**src/rtl/core/bsd_pkg.sv**
```systemverilog
// shared constants, types and the square root step for the box distance block
`default_nettype none
package bsd_pkg;

    localparam int COORD_BITS = 10;
    localparam int FRAC_BITS  = 8;
    localparam int REG_W      = 20;
    localparam int OUT_W      = 22;
    localparam int ADDR_W     = 5;
    localparam int DATA_W     = 32;

    // unsigned width of a cell centre
    localparam int P_W    = COORD_BITS + FRAC_BITS;
    // signed width of a centre to face difference
    localparam int D_W    = ((REG_W > P_W) ? REG_W : P_W) + 2;
    localparam int SQ_W   = 2 * D_W;
    localparam int SUM_W  = SQ_W + 2;
    localparam int ROOT_W = SUM_W / 2;
    localparam int STEPS  = 3;
    localparam int NSTG   = (ROOT_W + STEPS - 1) / STEPS;

    typedef struct packed {
        logic                  lin;
        logic signed [D_W-1:0] slab;
    } side_t;

    typedef struct packed {
        logic [SUM_W-1:0] v;
        logic [SUM_W-1:0] r;
    } rt_t;

    // one bit of the digit by digit square root
    function automatic rt_t sqrt_step(input rt_t s, input int k);
        logic [SUM_W-1:0] b;
        logic [SUM_W-1:0] t;
        rt_t              o;
        b = '0;
        b[SUM_W-2-2*k] = 1'b1;
        t = s.r + b;
        o = s;
        if (s.v >= t)
        begin
            o.v = s.v - t;
            o.r = (s.r >> 1) + b;
        end
        else
        begin
            o.r = s.r >> 1;
        end
        return o;
    endfunction

endpackage
`default_nettype wire

```
**src/rtl/core/bsd_isqrt.sv**
```systemverilog
// pipelined integer square root, up to three result bits per stage
`default_nettype none
module bsd_isqrt
    import bsd_pkg::*;
(
    input  wire logic              clk,
    input  wire logic              rst_n,
    input  wire logic              en,
    input  wire logic              in_valid,
    input  wire logic [SUM_W-1:0]  in_val,
    input  wire side_t             in_side,
    output logic                   out_valid,
    output logic [ROOT_W-1:0]      out_root,
    output side_t                  out_side
);

    logic  valid_reg [NSTG];
    rt_t   st_reg    [NSTG];
    side_t side_reg  [NSTG];
    rt_t   st_next   [NSTG];
    logic  valid_in  [NSTG];
    rt_t   st_in     [NSTG];
    side_t side_in   [NSTG];

    for (genvar g = 0; g < NSTG; g++)
    begin : g_stage
        if (g == 0)
        begin : g_head
            assign valid_in[g] = in_valid;
            assign st_in[g]    = {in_val, SUM_W'(0)};
            assign side_in[g]  = in_side;
        end
        else
        begin : g_tail
            assign valid_in[g] = valid_reg[g-1];
            assign st_in[g]    = st_reg[g-1];
            assign side_in[g]  = side_reg[g-1];
        end

        always_comb
        begin
            rt_t s;
            s = st_in[g];
            for (int j = 0; j < STEPS; j++)
            begin
                if (g * STEPS + j < ROOT_W)
                begin
                    s = sqrt_step(s, g * STEPS + j);
                end
            end
            st_next[g] = s;
        end

        always_ff @(posedge clk or negedge rst_n)
        begin
            if (!rst_n)
            begin
                valid_reg[g] <= 1'b0;
            end
            else if (en)
            begin
                valid_reg[g] <= valid_in[g];
            end
        end

        always_ff @(posedge clk)
        begin
            if (en)
            begin
                st_reg[g]   <= st_next[g];
                side_reg[g] <= side_in[g];
            end
        end
    end

    assign out_valid = valid_reg[NSTG-1];
    assign out_root  = st_reg[NSTG-1].r[ROOT_W-1:0];
    assign out_side  = side_reg[NSTG-1];

endmodule
`default_nettype wire

```
**config.mk**
```make
export PLATFORM = sky130hd
export DESIGN_NAME = bsd_isqrt
export DESIGN_NICKNAME = d
export VERILOG_FILES = /design/src/rtl/core/bsd_pkg.sv /design/src/rtl/core/bsd_isqrt.sv
export SDC_FILE = /design/constraint.sdc
export NUM_CORES = 1
export LEC_CHECK = 0
export BUFFER_PORTS_ARGS = -buffer_cell sky130_fd_sc_hd__buf_2
export CORE_MARGIN = 3
export CORE_UTILIZATION = 40
export DETAILED_ROUTE_END_ITERATION = 10
export PLACE_DENSITY_LB_ADDON = 0.1
export RECOVER_POWER = 100
export SYNTH_ARGS = -nofsm -noshare
export SYNTH_HDL_FRONTEND = slang
export SYNTH_SLANG_ARGS = --single-unit
```
**constraint.sdc**
```tcl
create_clock -name clk -period 8.71 [get_ports clk]
set_clock_uncertainty 0.15 [all_clocks]
set_input_delay 0.4355 -clock clk [delete_from_list [all_inputs] [get_ports clk]]
set_output_delay 0.4355 -clock clk [all_outputs]
set_load 0.05 [all_outputs]
```
==> results of run 1 <==
-- worst max path at each step --
stage	start	endpoint	slack [ns]	depth (start not counted)
global route	st_reg[1][16]	st_reg[1][182]	-0.04	35
CTS	st_reg[1][22]	st_reg[1][179]	0.01	34
global placement	st_reg[1][24]	st_reg[1][169]	-0.01	34
finish	st_reg[1][178]	st_reg[1][243]	0.45	31
floorplan	st_reg[1][21]	st_reg[1][173]	0.02	37
detailed placement	st_reg[1][24]	st_reg[1][169]	-0.01	34
-- cell families after synthesis --
kind of cell             Yosys count  share of synthesized area
XOR/XNOR                         399                     0.0831
AO/OA/AOI/OAI                   1060                      0.163
buffers and inverters            323                     0.0297
adder cells (fa/ha/maj)          310                     0.0922
multiplexers                      65                     0.0169
AND/OR/NAND/NOR                 1413                      0.173
flip-flops                       621                      0.442
-- final cells by class --
type	instances	area share
antenna	2	0.000103
clock buffer	86	0.0393
clock inverter	44	0.0130
inverter	226	0.0177
multi-input combinational	3247	0.464
sequential	621	0.382
tap	1380	0.0354
timing repair buffer	346	0.0491
-- power by group through the flow --
stage | registers [mW] | clock network (mW) | logic [mW]
after detailed placement | 4.60 | 0 | 9.31
after CTS | 4.54 | 3.31 | 9.41
after global routing | 4.60 | 3.43 | 10.7
after global placement | 4.60 | 0 | 9.35
after floorplan | 4.40 | 0 | 6.81
final | 4.56 | 3.21 | 9.63
-- placed cells by master, fill, tap and decap left out, types with 32 or more instances in the layout --
| cell | count |
|---|---|
| nand3_1 | 114 |
| xnor2_1 | 239 |
| o31ai_1 | 34 |
| nand4_1 | 61 |
| clkbuf_16 | 75 |
| mux2_2 | 44 |
| inv_1 | 211 |
| clkbuf_1 | 102 |
| nor2b_1 | 44 |
| a21oi_1 | 347 |
| dlygate4sd3_1 | 67 |
| o21ai_0 | 177 |
| nand2b_1 | 48 |
| nor2_1 | 353 |
| buf_4 | 140 |
| xor2_1 | 156 |
| nor3_1 | 118 |
| a21o_1 | 151 |
| buf_2 | 32 |
| o211ai_1 | 34 |
| nand2_1 | 305 |
| or3_1 | 39 |
| o21a_1 | 47 |
| edfxtp_1 | 613 |
| ha_1 | 291 |
| nor4_1 | 68 |
| and3_1 | 48 |
-- layer usage --
layer	up-vias	GRT usage	part of all wire
li1	16400	-	-
met1	15800	0.292	0.45
met2	673	0.377	0.49
met3	166	0.0233	0.035
met4	0	0.0549	0.025
met5	-	0	0
-- critical path: cells and delay by family, from the launching register on --
kind,cells,cell delay (ns)
compound gates,6,1.18
simple gates,18,4.14
flops,1,0.52
mux,1,0.36
fa+ha+maj,2,0.77
buf+inv,4,0.89
-- metrics by stage --
step | setup slack (ns) | total power [mW] | utilization | setup TNS [ns] | area, um2
floorplan | 0.0178 | 11.2 | - | 0 | 42100
global placement | -0.0121 | 13.9 | 0.435 | -0.0188 | 45200
detailed placement | -0.0124 | 13.9 | 0.435 | -0.0438 | 45200
CTS | 0.0138 | 17.3 | 0.466 | 0 | 48400
global route | -0.0383 | 18.7 | 0.469 | -0.0975 | 48800
finish | 0.454 | 17.4 | 0.469 | 0 | 48800
-- timing repair --
item | 4_1_cts | 5_1_grt
pin swaps | 0 | 8
hold endpoints to repair | 73 | 0
hold buffers | 67 | 0
setup endpoints to repair | 13 | 135
gates resized for setup | 5 | 99
setup buffers | 3 | 11
==> impl_metrics.env, run 1 <==
export IMPL_h_tree_depth=3
export IMPL_cp_max_fo=33
export IMPL_dr_pass1_iters=5
export IMPL_dieHeight_um=330
export IMPL_synth_top_area_share=0.438
export IMPL_synth_top_cell_by_area="edfxtp_1"
export IMPL_synthToLayoutAreaGrowth_pct=15.9
export IMPL_grt_pass1_wl_mm=186
export IMPL_num_rows=118
export IMPL_synthTopCellsByArea="edfxtp_1 (44%), ha_1 (9.2%), xnor2_1 (5.0%), a21oi_1 (4.2%), xor2_1 (3.3%)"
export IMPL_numCtsBuffers=74
export IMPL_setup_violations=0
export IMPL_drtIter0Drc=2484
export IMPL_end_kind="flop"
export IMPL_grt_max_degree=201
export IMPL_comb_power_share=0.553
export IMPL_clkPwrFrac=0.185
export IMPL_hpwl_mm=94.7
export IMPL_syn_area_per_cell_um2=10.0
export IMPL_place_inst=5739
export IMPL_vias=33000
export IMPL_dieArea_um2=109000
export IMPL_overflow=0
export IMPL_synth_cell_types=98
export IMPL_via_per_inst=5.55
export IMPL_start_util=0.405
export IMPL_swShare=0.426
export IMPL_clk_latency_ns=0.66
export IMPL_hold_start="in_val[40]"
export IMPL_post_drt_wl_per_cell_um=20.3
export IMPL_cts_buffer_depth=3
export IMPL_fin_crit_sh=0.948
export IMPL_cts_tree="done"
export IMPL_pin_count=120
export IMPL_antenna_found_initial=3
export IMPL_grt_usage=0.218
export IMPL_ys_ff_latch=621
export IMPL_cts_root_buf="clkbuf_16"
export IMPL_outcome="complete, but fails checks"
export IMPL_synth_ff_type="edfxtp_1"
export IMPL_syn_area_um2=42100
export IMPL_routed_wl_mm=121
export IMPL_regToRegSetupSlack_ns=0.45
export IMPL_seqCellArea_um2=18600
export IMPL_fillers=9976
export IMPL_yosysSeqAreaShare=0.442
export IMPL_final_hold_violation_count=0
export IMPL_worst_path_max_delay_cell="or4_1"
export IMPL_largest_reg_flops=429
export IMPL_drive_gt1_frac=0.107
export IMPL_dieWidth_um=330
export IMPL_violations="capacitance limit, slew limit"
export IMPL_crit_arrival_ns=8.50
export IMPL_drc_errors=0
export IMPL_synth_cells=4191
export IMPL_cap_viol_max_count=5
export IMPL_first_global_vias=32000
export IMPL_worst_pin_slew_ns=6.02
export IMPL_place_gp_congestion=0.940
export IMPL_hold_depth=3
export IMPL_clkSinkCount=621
export IMPL_min_period_ns=8.26
export IMPL_worstReg2RegStart="st_reg[1][178]"
export IMPL_whs_ns=0.0744
export IMPL_coreArea_um2=104000
export IMPL_port_buffers=119
export IMPL_power_density_nw_per_um2=357
export IMPL_p_seq_frac=0.262
export IMPL_multi_input_area_um2=22600
export IMPL_slew_headroom=-3.01
export IMPL_fmax_mhz=121
export IMPL_syn_num_nets=4574
export IMPL_worst_ir_drop_vdd_mv=0.240
export IMPL_synthArstFlopShare=0.0129
export IMPL_required_ns=8.95
export IMPL_synth_common_cells="edfxtp_1 (613), a21oi_1 (355), nor2_1 (355)"
export IMPL_final_max_slew_viol_count=630
export IMPL_synth_edf_count=613
export IMPL_slowest_delay_ns=0.58
export IMPL_hold_end="st_reg[0][86]"
export IMPL_reg2reg_depth=31
export IMPL_ant_nets=0
export IMPL_power_leakage_nw=19.1
export IMPL_layoutNonFillerInstCount=5952
export IMPL_fin_nets=4899
export IMPL_path_clk_slew_ns=0.07
export IMPL_p_int_mw=9.98
export IMPL_r2r_end="st_reg[1][243]"
export IMPL_min_path_type="primary input to flop"
export IMPL_ys_warnings_count=0
export IMPL_switchingPower_mw=7.42
export IMPL_critPathKind="flop to flop"
export IMPL_yosysMostFrequentCell="edfxtp_1"
export IMPL_crit_path_start_kind="flop"
No activity file was read; power rests on OpenSTA's default activity.
==> run 2, diff against run 1 <==
--- a/config.mk
+++ b/config.mk
@@ -6,6 +6,7 @@
 export NUM_CORES = 1
 export LEC_CHECK = 0
 export BUFFER_PORTS_ARGS = -buffer_cell sky130_fd_sc_hd__buf_2
+export CORE_ASPECT_RATIO = 0.7
 export CORE_MARGIN = 3
 export CORE_UTILIZATION = 40
 export DETAILED_ROUTE_END_ITERATION = 10
==> run 2 against run 1 <==
Effect of this change:
- the flow still finishes with violations (capacitance limit, slew limit)
- maximum frequency is 1.6% lower
- wire length up 4.1%
- final cell count is 0.92% higher
- highest routed layer unchanged
- first-iteration DRC count grew 21%
- critical path depth grew 9
- hold slack better by 0.020 ns
- count of clock-buffer cells in the layout fell by 9
- sequential share of layout area is 0.13 points higher
- clock power decreased by 13%
- global-route usage grew 0.58 points
- critical path type unchanged
==> impl_metrics.env, run 2 (synthesized netlist as in run 1, its figures left out) <==
export IMPL_critPathKind="flop to flop"
export IMPL_power_leakage_nw=19.2
export IMPL_hold_depth=3
export IMPL_slew_headroom=-1.83
export IMPL_n_antenna_cell=0
export IMPL_fin_nets=4939
export IMPL_power_density_nw_per_um2=358
export IMPL_grt_pass1_wl_mm=190
export IMPL_cts_buffer_depth=3
export IMPL_dieHeight_um=277
export IMPL_fin_util=0.471
export IMPL_coreArea_um2=103000
export IMPL_end_kind="flop"
export IMPL_place_gp_congestion=0.934
export IMPL_ant_nets=0
export IMPL_fin_crit_sh=0.963
export IMPL_cts_root_buf="clkbuf_16"
export IMPL_final_hold_violation_count=0
export IMPL_path_clk_slew_ns=0.06
export IMPL_port_buffers=119
export IMPL_synthToLayoutAreaGrowth_pct=15.5
export IMPL_place_worst_setup_slack_ns=-0.187
export IMPL_min_period_ns=8.39
export IMPL_dr_pass1_iters=5
export IMPL_min_path_type="primary input to flop"
export IMPL_worst_ir_drop_vdd_mv=0.213
export IMPL_via_per_inst=5.63
export IMPL_grt_max_degree=157
export IMPL_cts_tree="done"
export IMPL_grt_usage=0.224
export IMPL_numCtsBuffers=67
export IMPL_fmax_mhz=119
export IMPL_whs_ns=0.0947
export IMPL_clkSinkCount=621
export IMPL_crit_path_start_kind="flop"
export IMPL_final_max_slew_viol_count=634
export IMPL_crit_arrival_ns=8.68
export IMPL_hpwl_mm=99.2
export IMPL_antenna_found_initial=2
export IMPL_dieArea_um2=109000
export IMPL_reg2reg_depth=40
export IMPL_first_global_vias=31000
export IMPL_fillers=9796
export IMPL_setup_tns_ns=0
export IMPL_path_common_cell="a21o_1"
export IMPL_dieWidth_um=394
export IMPL_largest_reg_flops=429
export IMPL_worst_path_max_delay_cell="or4_4"
export IMPL_clk_latency_ns=0.65
export IMPL_cap_viol_max_count=7
export IMPL_slowest_delay_ns=0.53
export IMPL_drive_gt1_frac=0.105
export IMPL_overflow=0
export IMPL_worst_slack_ns=0.322
export IMPL_violations="capacitance limit, slew limit"
export IMPL_h_tree_depth=3
export IMPL_start_util=0.407
export IMPL_required_ns=9.00
export IMPL_vias=33800
export IMPL_drtIter0Drc=3006
export IMPL_mostFrequentLayoutCell="edfxtp_1"
export IMPL_layout_cells_most_common_list="edfxtp_1 (613), nor2_1 (355), a21oi_1 (350)"
export IMPL_finalPower_mw=17.4
export IMPL_cp_max_fo=6
export IMPL_multi_input_area_um2=22500
export IMPL_worst_pin_slew_ns=4.25
export IMPL_num_rows=98
export IMPL_seqCellArea_um2=18600
export IMPL_pin_count=120
export IMPL_drc_errors=0
export IMPL_setup_violations=0
export IMPL_outcome="complete, but fails checks"
export IMPL_post_drt_wl_per_cell_um=20.9
export IMPL_routed_wl_mm=126
[run 2: timing repair]
item	in CTS	in global routing
resized for setup	4	78
cloned	0	2
hold buffers	67	0
endpoints found under the setup margin	29	135
endpoints found under the hold margin	73	0
pin swaps	0	9
buffers inserted	0	9
[run 2: stage by stage]
| stage | instances | instance area, um2 |
|---|---|---|
| after floorplan | 4191 | 42100 |
| after global placement | 5809 | 45600 |
| after detailed placement | 5809 | 45600 |
| after CTS | 5996 | 48400 |
| after global routing | 6007 | 48600 |
| final | 6007 | 48600 |
[run 2: power by group]
group / internal, mW / switching (mW)
Sequential: 4.11 / 0.490
Combinational: 4.00 / 6.00
Clock: 1.59 / 1.20
[run 2: worst paths after layout]
check                                startpoint               to  slack [ns]
worst max-delay path             st_reg[0][309]    st_reg[1][87]        0.32
worst min-delay path                 in_val[40]    st_reg[0][86]        0.09
worst max register to register   st_reg[0][309]    st_reg[1][87]        0.32
worst min register to register  side_reg[0][23]  side_reg[0][46]        0.26
max in group asynchronous                 rst_n        out_valid        7.53
min in group asynchronous                 rst_n      valid_in[6]        0.62
[run 2: critical path: cells and delay by family (launching register included)]
| kind | cells | cell delay [ns] |
|---|---|---|
| xor+xnor | 1 | 0.25 |
| buf+inv | 5 | 0.77 |
| flops | 1 | 0.40 |
| compound gates | 17 | 3.40 |
| simple gates | 14 | 2.34 |
| fa+ha+maj | 3 | 0.87 |
[run 2: final cells by class]
class                      instances  area share
clock inverter                    43     0.00832
tap                             1400      0.0361
timing repair buffer             392      0.0557
clock buffer                      77      0.0357
timing repair inverter             1    0.000155
multi-input combinational       3247       0.464
sequential                       621       0.383
inverter                         226      0.0175
[run 2: layer usage]
| layer | share of wire | track usage |
|---|---|---|
| met1 | 0.53 | 0.370 |
| met4 | 0.015 | 0.0441 |
| met2 | 0.37 | 0.285 |
| met3 | 0.090 | 0.0561 |
| met5 | 0 | 0 |
